===== config.mk =====
export PLATFORM = sky130hd
export DESIGN_NAME = base64_stream_decoder_unit_flat
export DESIGN_NICKNAME = d
export VERILOG_FILES = /design/src/b64d_pkg.sv /design/src/b64d_if.sv /design/src/b64d_front.sv /design/src/b64d_queue.sv /design/src/b64d_back.sv /design/src/base64_stream_decoder_unit.sv /design/src/flat_wrapper.sv
export SDC_FILE = /design/constraint.sdc
export NUM_CORES = 1
export LEC_CHECK = 0
export BUFFER_PORTS_ARGS = -buffer_cell sky130_fd_sc_hd__buf_2
export CAP_MARGIN = 20
export CORE_MARGIN = 5
export CORE_UTILIZATION = 50
export DETAILED_ROUTE_END_ITERATION = 16
export MAX_ROUTING_LAYER = met4
export PLACE_DENSITY_LB_ADDON = 0.2
export SETUP_SLACK_MARGIN = 0.5
export SYNTH_ARGS = -nofsm -noshare
export SYNTH_HDL_FRONTEND = slang
export SYNTH_SLANG_ARGS = --single-unit

===== constraint.sdc =====
create_clock -name clk -period 8.6 [get_ports clk]
set_input_delay 0.86 -clock clk [delete_from_list [all_inputs] [get_ports clk]]
set_output_delay 0.86 -clock clk [all_outputs]
set_load 0.02 [all_outputs]

===== src/b64d_pkg.sv =====
// b64d_pkg: shared types, constants and the character classifier of the
// base64 stream decoder. No dependencies.
`default_nettype none

package b64d_pkg;

	localparam logic [7:0] CLS_SPACE = 8'h80;
	localparam logic [7:0] CLS_BAD   = 8'hff;
	localparam logic [7:0] CLS_PAD   = 8'h40;
	localparam logic [7:0] CLS_PLUS  = 8'h3e;
	localparam logic [7:0] CLS_SLASH = 8'h3f;

	localparam logic [7:0] CH_UPPER_A = 8'h41;
	localparam logic [7:0] CH_UPPER_Z = 8'h5a;
	localparam logic [7:0] CH_LOWER_A = 8'h61;
	localparam logic [7:0] CH_LOWER_Z = 8'h7a;
	localparam logic [7:0] CH_DIGIT_0 = 8'h30;
	localparam logic [7:0] CH_DIGIT_9 = 8'h39;
	localparam logic [7:0] CH_PLUS    = 8'h2b;
	localparam logic [7:0] CH_SLASH   = 8'h2f;
	localparam logic [7:0] CH_EQUALS  = 8'h3d;
	localparam logic [7:0] CH_TAB     = 8'h09;
	localparam logic [7:0] CH_LF      = 8'h0a;
	localparam logic [7:0] CH_FF      = 8'h0c;
	localparam logic [7:0] CH_CR      = 8'h0d;
	localparam logic [7:0] CH_SPACE   = 8'h20;

	// one decoded group: up to three bytes; cnt 0 is a bare end status
	typedef struct packed {
		logic [2:0][7:0] bytes;
		logic [1:0]      cnt;
		logic            last;
		logic            err;
	} rec_t;

	function automatic logic [7:0] classify(input logic [7:0] c);
		logic [7:0] v;
		if (c >= CH_UPPER_A && c <= CH_UPPER_Z)
			v = c - CH_UPPER_A;
		else if (c >= CH_LOWER_A && c <= CH_LOWER_Z)
			v = c - CH_LOWER_A + 8'd26;
		else if (c >= CH_DIGIT_0 && c <= CH_DIGIT_9)
			v = c - CH_DIGIT_0 + 8'd52;
		else if (c == CH_PLUS)
			v = CLS_PLUS;
		else if (c == CH_SLASH)
			v = CLS_SLASH;
		else if (c == CH_EQUALS)
			v = CLS_PAD;
		else if (c == CH_TAB || c == CH_LF || c == CH_FF || c == CH_CR || c == CH_SPACE)
			v = CLS_SPACE;
		else
			v = CLS_BAD;
		return v;
	endfunction

endpackage

`default_nettype wire


===== src/b64d_if.sv =====
// b64d_if: valid/ready channel interfaces for the character input and the
// decoded byte output. No dependencies.
`default_nettype none

interface b64d_in_if;
	logic       valid;
	logic       ready;
	logic [7:0] in_char;
	logic       in_last;

	modport source (output valid, output in_char, output in_last, input ready);
	modport sink   (input valid, input in_char, input in_last, output ready);
endinterface

interface b64d_out_if;
	logic       valid;
	logic       ready;
	logic [7:0] out_byte;
	logic       has_byte;
	logic       out_last;
	logic       out_error;

	modport source (output valid, output out_byte, output has_byte, output out_last,
		output out_error, input ready);
	modport sink   (input valid, input out_byte, input has_byte, input out_last,
		input out_error, output ready);
endinterface

`default_nettype wire


===== src/b64d_front.sv =====
// b64d_front: accepts characters, classifies them, keeps the group state
// and pushes one record per group or message end. Uses b64d_pkg, b64d_if.
`default_nettype none

module b64d_front (
	input  wire logic        clk,
	input  wire logic        arst_n,
	b64d_in_if.sink          text,
	input  wire logic        full,
	output logic             push,
	output b64d_pkg::rec_t   rec
);

	logic [17:0] buf_q, buf_d;
	logic [1:0]  cnt_q, cnt_d;
	logic        twp_q, twp_d;
	logic        pgd_q, pgd_d;
	logic        err_q, err_d;
	logic [7:0]  v;
	logic [1:0]  n;
	logic        accept;

	assign text.ready = !full;
	assign accept     = text.valid && !full;

	always_comb begin
		v     = b64d_pkg::classify(text.in_char);
		buf_d = buf_q;
		cnt_d = cnt_q;
		twp_d = twp_q;
		pgd_d = pgd_q;
		err_d = err_q;
		n     = 2'd0;
		if (v != b64d_pkg::CLS_SPACE && !err_q) begin
			if (pgd_q || v == b64d_pkg::CLS_BAD) begin
				err_d = 1'b1;
			end else if (v == b64d_pkg::CLS_PAD) begin
				if (cnt_q < 2'd2) begin
					err_d = 1'b1;
				end else if (cnt_q == 2'd2) begin
					buf_d = {buf_q[11:0], 6'd0};
					twp_d = 1'b1;
					cnt_d = 2'd3;
				end else begin
					n     = twp_q ? 2'd1 : 2'd2;
					buf_d = '0;
					cnt_d = 2'd0;
					twp_d = 1'b0;
					pgd_d = 1'b1;
				end
			end else if (cnt_q == 2'd3) begin
				if (twp_q) begin
					err_d = 1'b1;
				end else begin
					n     = 2'd3;
					buf_d = '0;
					cnt_d = 2'd0;
				end
			end else begin
				buf_d = {buf_q[11:0], v[5:0]};
				cnt_d = cnt_q + 2'd1;
			end
		end
		if (text.in_last && cnt_d != 2'd0)
			err_d = 1'b1;

		rec.bytes[0] = buf_q[17:10];
		rec.bytes[1] = buf_q[9:2];
		rec.bytes[2] = {buf_q[1:0], v[5:0]};
		rec.cnt      = n;
		rec.last     = text.in_last;
		rec.err      = text.in_last && err_d;
		push         = accept && (n != 2'd0 || text.in_last);

		if (text.in_last) begin
			buf_d = '0;
			cnt_d = 2'd0;
			twp_d = 1'b0;
			pgd_d = 1'b0;
			err_d = 1'b0;
		end
	end

	always_ff @(posedge clk or negedge arst_n) begin
		if (!arst_n) begin
			buf_q <= '0;
			cnt_q <= 2'd0;
			twp_q <= 1'b0;
			pgd_q <= 1'b0;
			err_q <= 1'b0;
		end else if (accept) begin
			buf_q <= buf_d;
			cnt_q <= cnt_d;
			twp_q <= twp_d;
			pgd_q <= pgd_d;
			err_q <= err_d;
		end
	end

endmodule

`default_nettype wire


===== src/b64d_queue.sv =====
// b64d_queue: small FIFO of group records between front and back.
// Uses b64d_pkg.
`default_nettype none

module b64d_queue #(
	parameter int DEPTH = 4
) (
	input  wire logic            clk,
	input  wire logic            arst_n,
	input  wire logic            push,
	input  wire b64d_pkg::rec_t  wr_rec,
	output logic                 full,
	input  wire logic            pop,
	output b64d_pkg::rec_t       rd_rec,
	output logic                 empty
);

	localparam int PTR_W = (DEPTH > 1) ? $clog2(DEPTH) : 1;
	localparam int CNT_W = $clog2(DEPTH + 1);

	b64d_pkg::rec_t mem_q [DEPTH];
	logic [PTR_W-1:0] wp_q, rp_q;
	logic [CNT_W-1:0] fill_q;
	logic do_push, do_pop;

	assign full    = fill_q == CNT_W'(DEPTH);
	assign empty   = fill_q == '0;
	assign do_push = push && !full;
	assign do_pop  = pop && !empty;
	assign rd_rec  = mem_q[rp_q];

	always_ff @(posedge clk) begin
		if (do_push)
			mem_q[wp_q] <= wr_rec;
	end

	always_ff @(posedge clk or negedge arst_n) begin
		if (!arst_n) begin
			wp_q   <= '0;
			rp_q   <= '0;
			fill_q <= '0;
		end else begin
			if (do_push)
				wp_q <= (wp_q == PTR_W'(DEPTH - 1)) ? '0 : wp_q + PTR_W'(1);
			if (do_pop)
				rp_q <= (rp_q == PTR_W'(DEPTH - 1)) ? '0 : rp_q + PTR_W'(1);
			if (do_push && !do_pop)
				fill_q <= fill_q + CNT_W'(1);
			else if (do_pop && !do_push)
				fill_q <= fill_q - CNT_W'(1);
		end
	end

endmodule

`default_nettype wire


===== src/b64d_back.sv =====
// b64d_back: walks the head record of the queue and emits one byte or end
// status per transaction. Uses b64d_pkg, b64d_if.
`default_nettype none

module b64d_back (
	input  wire logic            clk,
	input  wire logic            arst_n,
	input  wire b64d_pkg::rec_t  rec,
	input  wire logic            empty,
	output logic                 pop,
	b64d_out_if.source           data
);

	logic [1:0] idx_q;
	logic       fin;
	logic       fire;
	logic       has;
	logic [7:0] sel;

	assign has  = rec.cnt != 2'd0;
	assign fin  = !has || (idx_q == rec.cnt - 2'd1);
	assign fire = data.valid && data.ready;
	assign pop  = fire && fin;

	always_comb begin
		case (idx_q)
			2'd0:    sel = rec.bytes[0];
			2'd1:    sel = rec.bytes[1];
			default: sel = rec.bytes[2];
		endcase
	end

	assign data.valid     = !empty;
	assign data.out_byte  = has ? sel : 8'd0;
	assign data.has_byte  = has;
	assign data.out_last  = fin && rec.last;
	assign data.out_error = fin && rec.last && rec.err;

	always_ff @(posedge clk or negedge arst_n) begin
		if (!arst_n)
			idx_q <= 2'd0;
		else if (pop)
			idx_q <= 2'd0;
		else if (fire)
			idx_q <= idx_q + 2'd1;
	end

endmodule

`default_nettype wire


===== src/base64_stream_decoder_unit.sv =====
// base64_stream_decoder_unit: top level of the streaming base64 decoder.
// Uses b64d_pkg, b64d_if, b64d_front, b64d_queue, b64d_back.
//
//   channel | dir | payload                                  | handshake
//   text    | in  | in_char[7:0], in_last                    | valid/ready
//   data    | out | out_byte[7:0], has_byte, out_last, out_error | valid/ready
//
// The front takes one character per cycle and decodes it in that cycle;
// a character that completes a group, or ends the message, queues one record.
// The back emits one result per cycle from the queue head while data.ready
// is high: up to three per group; output bandwidth sets the sustained rate.
// Input stalls only when QUEUE_DEPTH records are waiting. Async reset clears
// the group state, queue pointers and the byte index.
`default_nettype none

module base64_stream_decoder_unit #(
	parameter int QUEUE_DEPTH = 4
) (
	input  wire logic   clk,
	input  wire logic   arst_n,
	b64d_in_if.sink     text,
	b64d_out_if.source  data
);

	b64d_pkg::rec_t wr_rec, rd_rec;
	logic push, full, pop, empty;

	b64d_front u_front (
		.clk    (clk),
		.arst_n (arst_n),
		.text   (text),
		.full   (full),
		.push   (push),
		.rec    (wr_rec)
	);

	b64d_queue #(
		.DEPTH (QUEUE_DEPTH)
	) u_queue (
		.clk    (clk),
		.arst_n (arst_n),
		.push   (push),
		.wr_rec (wr_rec),
		.full   (full),
		.pop    (pop),
		.rd_rec (rd_rec),
		.empty  (empty)
	);

	b64d_back u_back (
		.clk    (clk),
		.arst_n (arst_n),
		.rec    (rd_rec),
		.empty  (empty),
		.pop    (pop),
		.data   (data)
	);

endmodule

`default_nettype wire


===== src/flat_wrapper.sv =====
// flat-port wrapper written by rule: the top's interface ports become plain ports
module base64_stream_decoder_unit_flat 
#(
	parameter int QUEUE_DEPTH = 4
)
  (clk, arst_n, text_valid, text_in_char, text_in_last, text_ready, data_valid, data_out_byte, data_has_byte, data_out_last, data_out_error, data_ready);
  b64d_in_if text_i ();
  b64d_out_if data_i ();
  input  wire logic clk;
  input  wire logic arst_n;
  input wire logic [$bits(text_i.valid)-1:0] text_valid;
  input wire logic [$bits(text_i.in_char)-1:0] text_in_char;
  input wire logic [$bits(text_i.in_last)-1:0] text_in_last;
  output wire logic [$bits(text_i.ready)-1:0] text_ready;
  output wire logic [$bits(data_i.valid)-1:0] data_valid;
  output wire logic [$bits(data_i.out_byte)-1:0] data_out_byte;
  output wire logic [$bits(data_i.has_byte)-1:0] data_has_byte;
  output wire logic [$bits(data_i.out_last)-1:0] data_out_last;
  output wire logic [$bits(data_i.out_error)-1:0] data_out_error;
  input wire logic [$bits(data_i.ready)-1:0] data_ready;
  assign text_i.valid = text_valid;
  assign text_i.in_char = text_in_char;
  assign text_i.in_last = text_in_last;
  assign text_ready = text_i.ready;
  assign data_valid = data_i.valid;
  assign data_out_byte = data_i.out_byte;
  assign data_has_byte = data_i.has_byte;
  assign data_out_last = data_i.out_last;
  assign data_out_error = data_i.out_error;
  assign data_i.ready = data_ready;
  base64_stream_decoder_unit #(.QUEUE_DEPTH(QUEUE_DEPTH)) u_core (.clk(clk), .arst_n(arst_n), .text(text_i), .data(data_i));
endmodule

Yosys cells after proc, flatten, opt, wreduce, memory -nomap -nowiden
Memories as Yosys holds them, arrays and structs flattened.
Index checks and enable logic that the tools add are counted.
{"block": "word_totals", "regBits": 32, "latchBits": 0, "ram_bits": 112, "romBits": 0, "in_bits": 13, "out_inout_bits": 13, "word_cells": 154, "n_memories": 1}
{"block": "op_classes", "add_sub_neg": 12, "n_mul": 0, "div": 0, "n_lt_le_gt_ge": 7, "n_eq_ne": 23, "shifts": 0, "mux": 61, "bitwise_logic": 0, "n_reduce_logical": 41}
{"memory": "u_core.u_queue.mem_q", "depth": 4, "word_bits": 28, "read_ports": 1, "rd_clocked_by_memory_dff": 0, "write_ports": 1, "line": "b64d_queue.sv:21", "rtl": "b64d_pkg::rec_t mem_q [DEPTH];"}
{"cell": "two-way mux 18 bit", "n": 8}
{"cell": "two-way mux 8 bit", "n": 7}
{"cell": "two-way mux 2 bit", "n": 20}
{"cell": "equality test 8 x 4 -> 1 bit (second input constant)", "n": 4}
{"cell": "equality test 8 x 6 -> 1 bit (second input constant)", "n": 4}
{"cell": "two-way mux 1 bit", "n": 22}
{"cell": "greater-or-equal comparator 8 x 7 -> 1 bit (second input constant)", "n": 2}
{"cell": "less-or-equal comparator 8 x 7 -> 1 bit (second input constant)", "n": 2}
{"cell": "logical AND 1 bit", "n": 16}
{"cell": "one-hot mux 8 bit (2 select lines)", "n": 1}
{"cell": "subtractor 8 x 7 -> 8 bit (second input constant)", "n": 2}
{"cell": "nonzero test 2 bit", "n": 7}
{"cell": "AND reduction 5 bit", "n": 2}
{"cell": "adder 2 x 1 -> 2 bit (second input constant)", "n": 4}
{"cell": "adder 8 x 5 -> 8 bit (second input constant)", "n": 1}
{"cell": "adder 8 x 6 -> 8 bit (second input constant)", "n": 1}
{"cell": "equality test 2 bit (second input constant)", "n": 4}
{"cell": "equality test 8 x 7 -> 1 bit (second input constant)", "n": 1}
{"cell": "equality test 8 bit (second input constant)", "n": 1}
{"cell": "greater-or-equal comparator 8 x 6 -> 1 bit (second input constant)", "n": 1}
{"cell": "less-or-equal comparator 8 x 6 -> 1 bit (second input constant)", "n": 1}
{"cell": "inequality test 8 bit (second input constant)", "n": 1}
{"cell": "subtractor 8 x 6 -> 8 bit (second input constant)", "n": 1}
{"cell": "logical OR 1 bit", "n": 7}
{"cell": "other kinds (16)", "n": 24}

Logic depth before layout (Yosys ltp)
Gate-level depths: netlist of the first run.
{"block": "depth", "ltp_word": 24, "depth_mapped": 18, "ltp_nobuf": 17}

Modules after synthesis
From an unflattened synthesis of the first run, not the netlist that was laid out.
{"block": "unflattened", "hier_cells": 507, "hier_area_um2": 7158.1}
{"module": "b64d_queue", "instances": 1, "cells_each": 183, "area_per_inst_um2": 4469.3}
{"module": "b64d_front", "instances": 1, "cells_each": 273, "area_per_inst_um2": 2331.0}
{"module": "b64d_back", "instances": 1, "cells_each": 51, "area_per_inst_um2": 357.8}

Worst setup path before layout of the first run
No wires, ideal clock.
{"block": "synth_path", "path_type": "input -> register", "startpoint": "input port text_in_char[2]", "endpoint": "register u_core.u_queue.fill_q[2]", "setup_ns": 0.079, "t_arrival_ns": 4.269, "t_required_ns": 8.521, "setup_slack_ns": 4.252, "cell_stages": 18, "path_cell_list": "inv_1 ha_1 buf_2 a21o_1 o311a_4 or3_4 buf_6 a21oi_4 o2111ai_2 nor4_1 o21bai_1 a21oi_2 ha_1 inv_1 fa_1 xor2_1 nor2_1 xor2_1"}
{"block": "synth_between", "elab_chain_len": 23, "elab_cells_between_ends": 50}
{"item": "start, declared", "line": "flat_wrapper.sv:12", "rtl": "input wire logic [$bits(text_i.in_char)-1:0] text_in_char;"}
{"item": "parallel branches: the longest is 11 deep, another holds subtractor 8 x 6 -> 8 bit"}
{"item": "two-way mux 8 bit (*)", "line": "b64d_pkg.sv:38", "rtl": "if (c >= CH_UPPER_A && c <= CH_UPPER_Z)"}
{"item": "equality test 8 x 7 -> 1 bit or equality test 8 bit (tied branches)", "line": "b64d_front.sv:37, b64d_front.sv:35"}
{"item": "two-way mux 2 bit or logical OR 1 bit (tied branches)", "line": "b64d_front.sv:37, b64d_front.sv:35"}
{"item": "two-way mux 2 bit", "line": "b64d_front.sv:35", "rtl": "if (pgd_q || v == b64d_pkg::CLS_BAD) begin"}
{"item": "two-way mux 2 bit (*)", "line": "b64d_front.sv:34", "rtl": "if (v != b64d_pkg::CLS_SPACE && !err_q) begin"}
{"item": "nonzero test 2 bit (*)", "line": "b64d_front.sv:73", "rtl": "push = accept && (n != 2'd0 || text.in_last);"}
{"item": "logical OR 1 bit (*)", "line": "b64d_front.sv:73"}
{"item": "logical AND 1 bit (*)", "line": "b64d_front.sv:73"}
{"item": "logical AND 1 bit (*)", "line": "b64d_queue.sv:28", "rtl": "assign do_push = push && !full;"}
{"item": "net u_core.u_queue.do_push", "line": "b64d_queue.sv:24", "rtl": "logic do_push, do_pop;"}
{"item": "logical NOT 1 bit", "line": "b64d_queue.sv:49", "rtl": "else if (do_pop && !do_push)"}
{"item": "logical AND 1 bit", "line": "b64d_queue.sv:49"}
{"item": "nonzero test 2 bit (no source line)"}
{"item": "end signal, assigned", "line": "b64d_queue.sv:48", "rtl": "fill_q <= fill_q + CNT_W'(1);"}
{"item": "end signal, assigned", "line": "b64d_queue.sv:50", "rtl": "fill_q <= fill_q - CNT_W'(1);"}
{"item": "end, declared", "line": "b64d_queue.sv:23", "rtl": "logic [CNT_W-1:0] fill_q;"}
Mark *: on every way through the listed nets, which the timed path passes.
A chain may end at the register's enable or synchronous reset.

Final worst setup path of the first run
Ends and elaborated chain as after synthesis.

==> flow_summary.toml, run 1 <==
[outcome]
status = "completed"

[worst_setup_path]
crit_required_ps = 8940
cp-end-kind = "flip-flop"
start_kind = "primary input"
crit_type = "in -> reg"
cp.arrival_ps = 4990
critPathMaxFanout = 10

[logic_synthesis]
synthFlopType = "edfxtp_1"
synth_enable_flop_cells = 112
ys_types = 78
synth_cells = 454
syn_area_sq_um = 6840
synthArstFlopShare = 0.222
avgSynthCellArea_sq_um = 15.1
ys_seq_area_frac = 0.609
synth_nets = 489
ys_seq_elements = 144
yosys_warnings = 0

[pwr]
power_density_nw_per_um2 = 306
seq_power_share = 0.403
intPower_mw = 1.57
peakVddDrop_v = 0.000170
clkPwrFrac = 0.302
p_sw_frac = 0.331
comb_power_share = 0.294
power.switching_uw = 780
p_leak_nw = 2.80

[cts]
clk_pin_slew_worst_paths_ps = 60
cts-root-buf = "clkbuf_16"
postCtsHoldBufs = 0
cts.htree.levels = 4
cts_num_sinks = 144
cts_buffer_depth = 2
cts_tree = "done"
cts-resized-gates = 0
postCtsSetupRepairBufs = 0
cts_made_buffers = 17
clk_latency_ps = 420

[sta]
relSlewSlack = 0.445
worstMarginPinSlew_ps = 833
rsz0062_at_grt = "false"
fin_worst_skew_ps = 7.29
finalMaxSlewViolations = 0
max_freq_ghz = 0.215
tns_ps = 0
finalHoldViolations = 0
period_minus_slack_ps = 4650
fin_crit_sh = 0.541
setup_viol = 0
fin_ws_ps = 3950

[grt]
grt_use_total = 0.189
grt_pass1_wl_um = 22600
gr-total-overflow = 0
antenna_found_initial = 0
grt_pass1_vias = 4164
grt_max_degree = 33

[placed_design]
pre_cts_ws_ps = 3550
place_congestion = 0.887
port_buffers = 25
dp_hpwl_um = 9260

[die]
die_x_um = 127
initial_core_util = 0.513
die-area_sq_um = 16100
die-height_um = 127
core-area_sq_um = 13300
rows = 42
ios = 26

[drt]
wl_per_cell_um = 21.0
ant_nets = 0
drtIter0Drc = 556
routed_wl_um = 14100
routed-via-count = 4010
drc = 0
avgViaCountPerCell = 5.97
dr.pass1.iters = 6

[finish]
fin_util = 0.576
area_growth_pct = 12.3
nets = 518
regArea_sq_um = 4170
n_antenna_cell = 0
multi_input_area_sq_um = 2470
drive_gt1_frac = 0.240
fillers = 1055

[hold_path]
hp-class = "reg -> reg"

[flow_run]
drv_cap = 0
-- placed cells by master (no fill, tap or decap), types with 8 or more instances in the layout --
cell | netlist | layout
a22o_1 | 21 | 21
clkbuf_16 | 0 | 17
a22oi_1 | 8 | 8
buf_2 | 2 | 25
dfrtp_1 | 32 | 31
mux4_2 | 28 | 28
inv_1 | 20 | 20
o21ai_0 | 11 | 11
nor2_1 | 27 | 27
nand2_1 | 21 | 21
a21oi_1 | 17 | 17
ha_1 | 21 | 21
edfxtp_1 | 112 | 112
-- stage by stage --
stage / hold WS, ps / std cells / area (sq um) / total power [mW]
final: 491 / 672 / 7690 / 2.35
after global routing: 507 / 672 / 7690 / 2.48
after CTS: 493 / 672 / 7690 / 2.38
after detailed placement: 485 / 640 / 7110 / 1.67
after global placement: 481 / 640 / 7110 / 1.65
after floorplan: 457 / 454 / 6840 / 1.45
-- per-layer routing --
layer,vias to the layer above,wire length (um),global-route usage
met5,-,0,-
met4,0,120,0.0568
met3,15,522,0.0380
met2,97,7170,0.303
met1,2053,6310,0.248
li1,1845,-,-
-- registers in the layout (all words and copies together) (netlist names) --
| signal | count |
|---|---|
| u_core.u_back.idx_q | 2 |
| u_core.u_front.buf_q | 18 |
| u_core.u_front.cnt_q | 2 |
| u_core.u_front.err_q | 1 |
| u_core.u_front.pgd_q | 1 |
| u_core.u_front.twp_q | 1 |
| u_core.u_queue.fill_q | 3 |
| u_core.u_queue.mem_q | 112 |
| u_core.u_queue.rp_q | 2 |
| u_core.u_queue.wp_q | 2 |
-- worst max-delay path, cell delays in order --
cell       delay (ps)
buf_2             160
inv_1             180
ha_1              410
inv_2              60
o311ai_2          490
nor2_1            110
o31ai_1           370
o2111ai_2         210
nor4_1            510
o21bai_1          160
a21oi_2           310
ha_1              240
inv_1              70
fa_1              430
xor2_1            170
nor2_1            110
xor2_1            150
-- cells in the mapped netlist (all sizes together) (4+ instances only) --
cell / number / area (sq um)
nor4b: 5 / 65.1
a22oi: 8 / 60.1
buf: 15 / 104
ha: 21 / 263
a21o: 6 / 45.0
nor2b: 5 / 31.3
or3: 5 / 41.3
xnor2: 5 / 43.8
and2: 5 / 31.3
a21oi: 20 / 126
dfrtp: 32 / 801
nand3: 4 / 20.0
a22o: 21 / 184
mux4: 28 / 631
inv: 22 / 82.6
nand2: 22 / 85.1
edfxtp: 112 / 3360
mux2: 6 / 71.3
clkbuf: 6 / 22.5
nor3: 7 / 35.0
o21ai: 12 / 63.8
nor2: 28 / 108
-- power groups by stage --
stage                     clock network, mW  logic [mW]  registers (mW)
final                                 0.712       0.693           0.950
after global routing                  0.755       0.762           0.965
after CTS                             0.722       0.706           0.953
after detailed placement                  0       0.704           0.967
after global placement                    0       0.693           0.959
after floorplan                           0       0.534           0.916
-- layout make-up --
cell class,instances,area share
timing repair buffer,31,0.0221
inverter,22,0.0107
sequential,144,0.542
clock inverter,15,0.0200
clock buffer,17,0.0553
multi-input combinational,267,0.321
tap,176,0.0286
-- final timing paths --
check                                               from                       end  slack, ps  depth (start not counted)
worst max-delay path                     text_in_char[2]  u_core.u_queue.fill_q[2]       3950                         17
worst min-delay path            u_core.u_queue.fill_q[2]  u_core.u_queue.fill_q[2]        490                          1
worst max register to register    u_core.u_queue.rp_q[0]  u_core.u_queue.fill_q[1]       5030                         11
worst min register to register  u_core.u_queue.fill_q[2]  u_core.u_queue.fill_q[2]        490                          1
max in group asynchronous                         arst_n    u_core.u_queue.rp_q[0]       7490                          1
min in group asynchronous                         arst_n    u_core.u_queue.rp_q[0]        550                          1
-- logic make-up (layout without fill, tap and decap cells) --
logic type / after synthesis / count (layout) / share of synthesized area
xor+xnor: 8 / 8 / 0.0102
simple gates: 103 / 103 / 0.0867
buf+inv: 43 / 85 / 0.0305
fa+ha+maj: 22 / 22 / 0.0413
compound gates: 98 / 98 / 0.117
mux: 36 / 36 / 0.106
flops: 144 / 144 / 0.609
(Power assumes the default switching activity.)
==> run 2, diff against run 1 <==
==> constraint.sdc (replaced) <==
create_clock -name clk -period 4.5 [get_ports clk]
set_input_delay 0.45 -clock clk [delete_from_list [all_inputs] [get_ports clk]]
set_output_delay 0.45 -clock clk [all_outputs]
set_load 0.02 [all_outputs]
==> run 2 against run 1 <==
Global-route usage rose by 0.35 points. Clock-buffer cell count increased by 1. Sequential share of layout area decreased by 1.1 points. Die area unchanged. Sequential cell count stayed put. Non-clock buffer count increased by 8. First-iteration DRC count fell by 31%. Clock power rose by 97%. Setup slack got worse by 3200 ps. Critical path type unchanged. Critical endpoint unchanged. Highest routed layer unchanged.
==> flow_summary.toml, run 2 (synthesized netlist as in run 1, its figures left out) <==
[outcome]
status = "completed"

[worst_setup_path]
critPathSlowestCell = "a2111oi_4"
crit_type = "in -> reg"
path_buf_inv = 3
crit_required_ps = 4840
crit_family = "compound AO/OA/AOI/OAI gates"
critPathMaxFanout = 9
start_kind = "primary input"
cp-end-kind = "flip-flop"
cp_cell_sequence = "buf_2, inv_1, ha_2, nand2b_4, a2111oi_4, nor2_1, or3_4, o21ai_2, o211a_1, o21bai_1, a21oi_2, ha_1, inv_1, fa_1, xor2_1, nor2_1, xor2_1"
cp.arrival_ps = 4130
max_stage_delay_ps = 450

[cts]
postCtsHoldBufs = 0
clk_latency_ps = 420
cts_made_buffers = 17
cts_buffer_depth = 2
cts_num_sinks = 144
cts-root-buf = "clkbuf_16"
clk_pin_slew_worst_paths_ps = 70
cts-resized-gates = 0
cts.htree.levels = 4
cts_tree = "done"
postCtsSetupRepairBufs = 0

[drt]
wl_per_cell_um = 21.0
routed-via-count = 4075
drc = 0
routed_wl_um = 14300
dr.pass1.iters = 5
avgViaCountPerCell = 5.99
drtIter0Drc = 384
ant_nets = 0

[finish]
largest_reg_flops = 112
drive_gt1_frac = 0.258
final_common_cell = "edfxtp_1"
reg_top3 = "u_core.u_queue.mem_q (112), u_core.u_front.buf_q (18), u_core.u_queue.fill_q (3)"
n_antenna_cell = 0
nets = 526
final_cell_mix = "edfxtp_1 (112), dfrtp_1 (31), mux4_2 (28)"
area_growth_pct = 14.6
largest_register = "u_core.u_queue.mem_q"
fin_util = 0.588

[flow_run]
drv_cap = 0

[pwr]
peakVddDrop_v = 0.000356
power_mw = 4.58
p_leak_nw = 2.85
power_density_nw_per_um2 = 583

[grt]
grt_max_degree = 33
grt_pass1_wl_um = 23300
grt_pass1_vias = 4244
antenna_found_initial = 0
gr-total-overflow = 0
grt_use_total = 0.193

[die]
ios = 26
rows = 42
die_x_um = 127
initial_core_util = 0.513
die-area_sq_um = 16100
core-area_sq_um = 13300
die-height_um = 127

[sta]
period_minus_slack_ps = 3790
fin_crit_sh = 0.842
max_freq_ghz = 0.264
tns_ps = 0
fin_worst_skew_ps = 11.7
finalHoldViolations = 0
setup_viol = 0
rsz0062_at_grt = "false"
worstMarginPinSlew_ps = 814
finalMaxSlewViolations = 0
relSlewSlack = 0.458

[placed_design]
dp_hpwl_um = 9310
place_congestion = 0.901
port_buffers = 25

[hold_path]
hp-class = "in -> async"
[run 2: cell count changes in the layout (fill, tap and decap cells not counted), moves of 2 or more]
| cell | change |
|---|---|
| buf_4 | +4 |
| ha_1 | -3 |
| clkinv_2 | -2 |
| buf_12 | +4 |
| ha_2 | +2 |
[run 2: report_power, final]
| part | internal (mW) | switching (mW) | leakage, nW |
|---|---|---|---|
| logic | 0.610 | 0.799 | 1.11 |
| clock network | 0.836 | 0.565 | 0.288 |
| registers | 1.65 | 0.118 | 1.46 |
[run 2: final timing paths]
path	endpoint	from	slack, ps	depth (start not counted)
max	u_core.u_queue.fill_q[2]	text_in_char[1]	710	17
min	u_core.u_front.buf_q[16]	arst_n	120	1
max reg2reg	u_core.u_queue.fill_q[1]	u_core.u_queue.rp_q[0]	1190	11
min reg2reg	u_core.u_queue.fill_q[2]	u_core.u_queue.fill_q[2]	500	1
max in group asynchronous	u_core.u_queue.rp_q[0]	arst_n	3820	1
min in group clk	u_core.u_back.idx_q[1]	data_ready	340	3
[run 2: through the flow]
stage	hold slack [ps]	worst slack, ps	instance area (sq um)	std cells
finish	124	712	7840	680
global route	186	512	7840	680
CTS	140	634	7820	680
detailed placement	493	210	7220	648
global placement	476	351	7220	648
floorplan	154	562	6840	454
[run 2: area by class of cell]
class,instances,area [sq um]
inverters,22,82.6
well taps,176,220
clock inverters,14,173
clock buffers,18,429
flip-flops and latches,144,4170
repair buffers,39,280
multi-input cells,267,2490
fillers,1044,5510
[run 2: per-layer routing]
layer	GRT usage	wire length [um]
met1	0.256	6310
met2	0.306	7150
met3	0.0413	620
met4	0.0511	166
met5	-	0
==> run 3, diff against run 2 <==
--- a/config.mk
+++ b/config.mk
@@ -5,6 +5,7 @@
 export SDC_FILE = /design/constraint.sdc
 export NUM_CORES = 1
 export LEC_CHECK = 0
+export ABC_AREA = 1
 export BUFFER_PORTS_ARGS = -buffer_cell sky130_fd_sc_hd__buf_2
 export CAP_MARGIN = 20
 export CORE_MARGIN = 5
==> constraint.sdc (replaced) <==
create_clock -name clk -period 3.7 [get_ports clk]
set_input_delay 0.37 -clock clk [delete_from_list [all_inputs] [get_ports clk]]
set_output_delay 0.37 -clock clk [all_outputs]
set_load 0.02 [all_outputs]
==> run 3 against run 2 <==
Design area is 5.8% higher. First-iteration DRC count decreased by 7.8%. Final cell count up 38%. Highest routed layer unchanged.
==> flow_summary.toml, run 3 <==
[grt]
use_met2 = 0.341
met3_usage = 0.0420
grt_max_degree = 53
grt_pass1_wl_um = 25900
grt_util_met1 = 0.255
antenna_found_initial = 0
grt_pass1_vias = 5185
top_usage_layer = "met2"
grt_use_total = 0.208
gr-total-overflow = 0

[cts]
cts_num_sinks = 144
cts-root-buf = "clkbuf_16"
cts.htree.levels = 4
cts_made_buffers = 17
clk_latency_ps = 420
cts_tree = "done"
postCtsHoldBufs = 0
cts_buffer_depth = 2
clk_pin_slew_worst_paths_ps = 60

[worst_setup_path]
critPathMaxFanout = 7
crit_required_ps = 4000
crit_type = "in -> reg"
cp-end-kind = "flip-flop"
cp.arrival_ps = 3320
start_kind = "primary input"

[sta]
rsz0062_at_grt = "false"
setup_viol = 0
tns_ps = 0
fin_worst_skew_ps = 10.5
relSlewSlack = 0.429
finalHoldViolations = 0
fin_crit_sh = 0.815
finalMaxSlewViolations = 0
period_minus_slack_ps = 3020
max_freq_ghz = 0.332
worstMarginPinSlew_ps = 856

[logic_synthesis]
synth_cells = 708
synth_nets = 743
synth_enable_flop_cells = 112
synth_top_area_share = 0.474
yosysTopAreaCell = "edfxtp_1"
avgSynthCellArea_sq_um = 10.0
ys_types = 42
yosys_warnings = 0
netlist_top_cells_area = "edfxtp_1 (47%), dfrtp_1 (11%), nand2_1 (8.3%)"
synthFlopType = "edfxtp_1"
ys_seq_area_frac = 0.587
ys_seq_elements = 144
syn_area_sq_um = 7100
synthArstFlopShare = 0.222
synth_commonest_cells = "nand2_1 (157), edfxtp_1 (112), nor2_1 (69)"
synth.most_common_cell = "nand2_1"

[pwr]
intPower_mw = 3.91
power.switching_mw = 2.51
peakVddDrop_v = 0.000299
clkPwrFrac = 0.253
power_density_nw_per_um2 = 774
seq_power_share = 0.372
p_sw_frac = 0.390
p_leak_nw = 3.41
comb_power_share = 0.374

[flow_run]
drv_cap = 0

[die]
ios = 26
initial_core_util = 0.511
rows = 43
die_x_um = 129
core-area_sq_um = 13900
die-area_sq_um = 16700
die-height_um = 129

[drt]
routed_wl_um = 15900
dr.pass1.iters = 5
drc = 0
ant_nets = 0
drtIter0Drc = 354
avgViaCountPerCell = 5.46
wl_per_cell_um = 16.9
routed-via-count = 5133

[hold_path]
hp-class = "in -> async"

[finish]
final_common_cell = "nand2_1"
largest_reg_flops = 112
final_cell_mix = "nand2_1 (152), edfxtp_1 (112), nor2_1 (62)"
reg_top3 = "u_core.u_queue.mem_q (112), u_core.u_front.buf_q (18), u_core.u_queue.fill_q (3)"
nets = 782
fin_cells = 940
largest_register = "u_core.u_queue.mem_q"
n_antenna_cell = 0
drive_gt1_frac = 0.209
area_growth_pct = 16.9

[placed_design]
dp_hpwl_um = 10100
dp_cells = 902
place_congestion = 0.926
port_buffers = 25

[outcome]
status = "completed"
## run 3: timing repair
item	CTS	global route
endpoints found under the setup margin	2	2
resized for setup	2	38
setup buffers	0	6
pin swaps	0	16
## run 3: path summary, 6_finish.rpt
kind | startpoint | to | slack, ps | cells after the start
setup / recovery | text_in_char[2] | u_core.u_queue.fill_q[2] | 680 | 24
hold / removal | arst_n | u_core.u_back.idx_q[1] | 60 | 1
setup reg to reg | u_core.u_queue.rp_q[0] | u_core.u_queue.fill_q[2] | 760 | 17
hold reg to reg | u_core.u_front.pgd_q | u_core.u_front.pgd_q | 510 | 2
max in group asynchronous | arst_n | u_core.u_front.buf_q[0] | 3090 | 1
min in group clk | text_in_last | u_core.u_queue.mem_q[0][1] | 240 | 1
## run 3: power by group through the flow
stage,combinational (mW),sequential [mW],clock [mW]
CTS,2.40,2.39,1.65
global route,2.70,2.43,1.73
floorplan,1.70,2.36,0
finish,2.40,2.39,1.63
global placement,2.33,2.40,0
detailed placement,2.38,2.42,0
## run 3: layout make-up
type                    instances  area, sq um
repair buffers                 46          344
multi-input cells             465         2700
well taps                     180          225
flip-flops and latches        144         4160
clock buffers                  17          425
fillers                      1164         5580
clock inverters                15          151
inverters                      73          285
## run 3: logic make-up (layout without fill, tap and decap cells)
logic type,count (synthesis),count (layout),synth area share
adder cells (fa/ha/maj),22,22,0.0398
AO/OA/AOI/OAI,129,129,0.113
XOR/XNOR,13,13,0.0160
buffers and inverters,99,151,0.0562
AND/OR/NAND/NOR,301,301,0.188
flip-flops,144,144,0.587
## run 3: routing by layer
metal / up-vias / routed length [um] / part of all wire
li1: 2506 / - / -
met1: 2457 / 6860 / 0.43
met2: 135 / 7850 / 0.49
met3: 35 / 774 / 0.049
met4: 0 / 367 / 0.023
met5: - / 0 / 0
## run 3: critical path: stages
cell and delay, ps:
buf_4 170, inv_6 90, ha_2 190, nand2_1 70
nand2_2 100, inv_1 60, a21oi_2 170, buf_4 140
nand3_1 140, nand4_4 130, nand2_2 80, nor2_4 170
nand3_1 100, nand2_1 70, nand2_1 80, nand3_2 110
nand2_4 60, inv_1 60, ha_1 150, inv_2 60
fa_2 390, a21oi_2 130, o21ai_1 80, xor2_1 140
## run 3: metrics by stage
step           hold slack [ps]  total power [mW]  setup WS [ps]   util  instance area [sq um]
2_1_floorplan             74.4              4.05            488      -                   7130
3_3_place_gp               473              4.73           73.2  0.542                   7520
3_5_place_dp               489              4.79          -35.4  0.542                   7520
4_1_cts                   90.5              6.44            521  0.584                   8100
5_1_grt                    121              6.86            498  0.598                   8300
6_report                  62.1              6.42            684  0.598                   8300
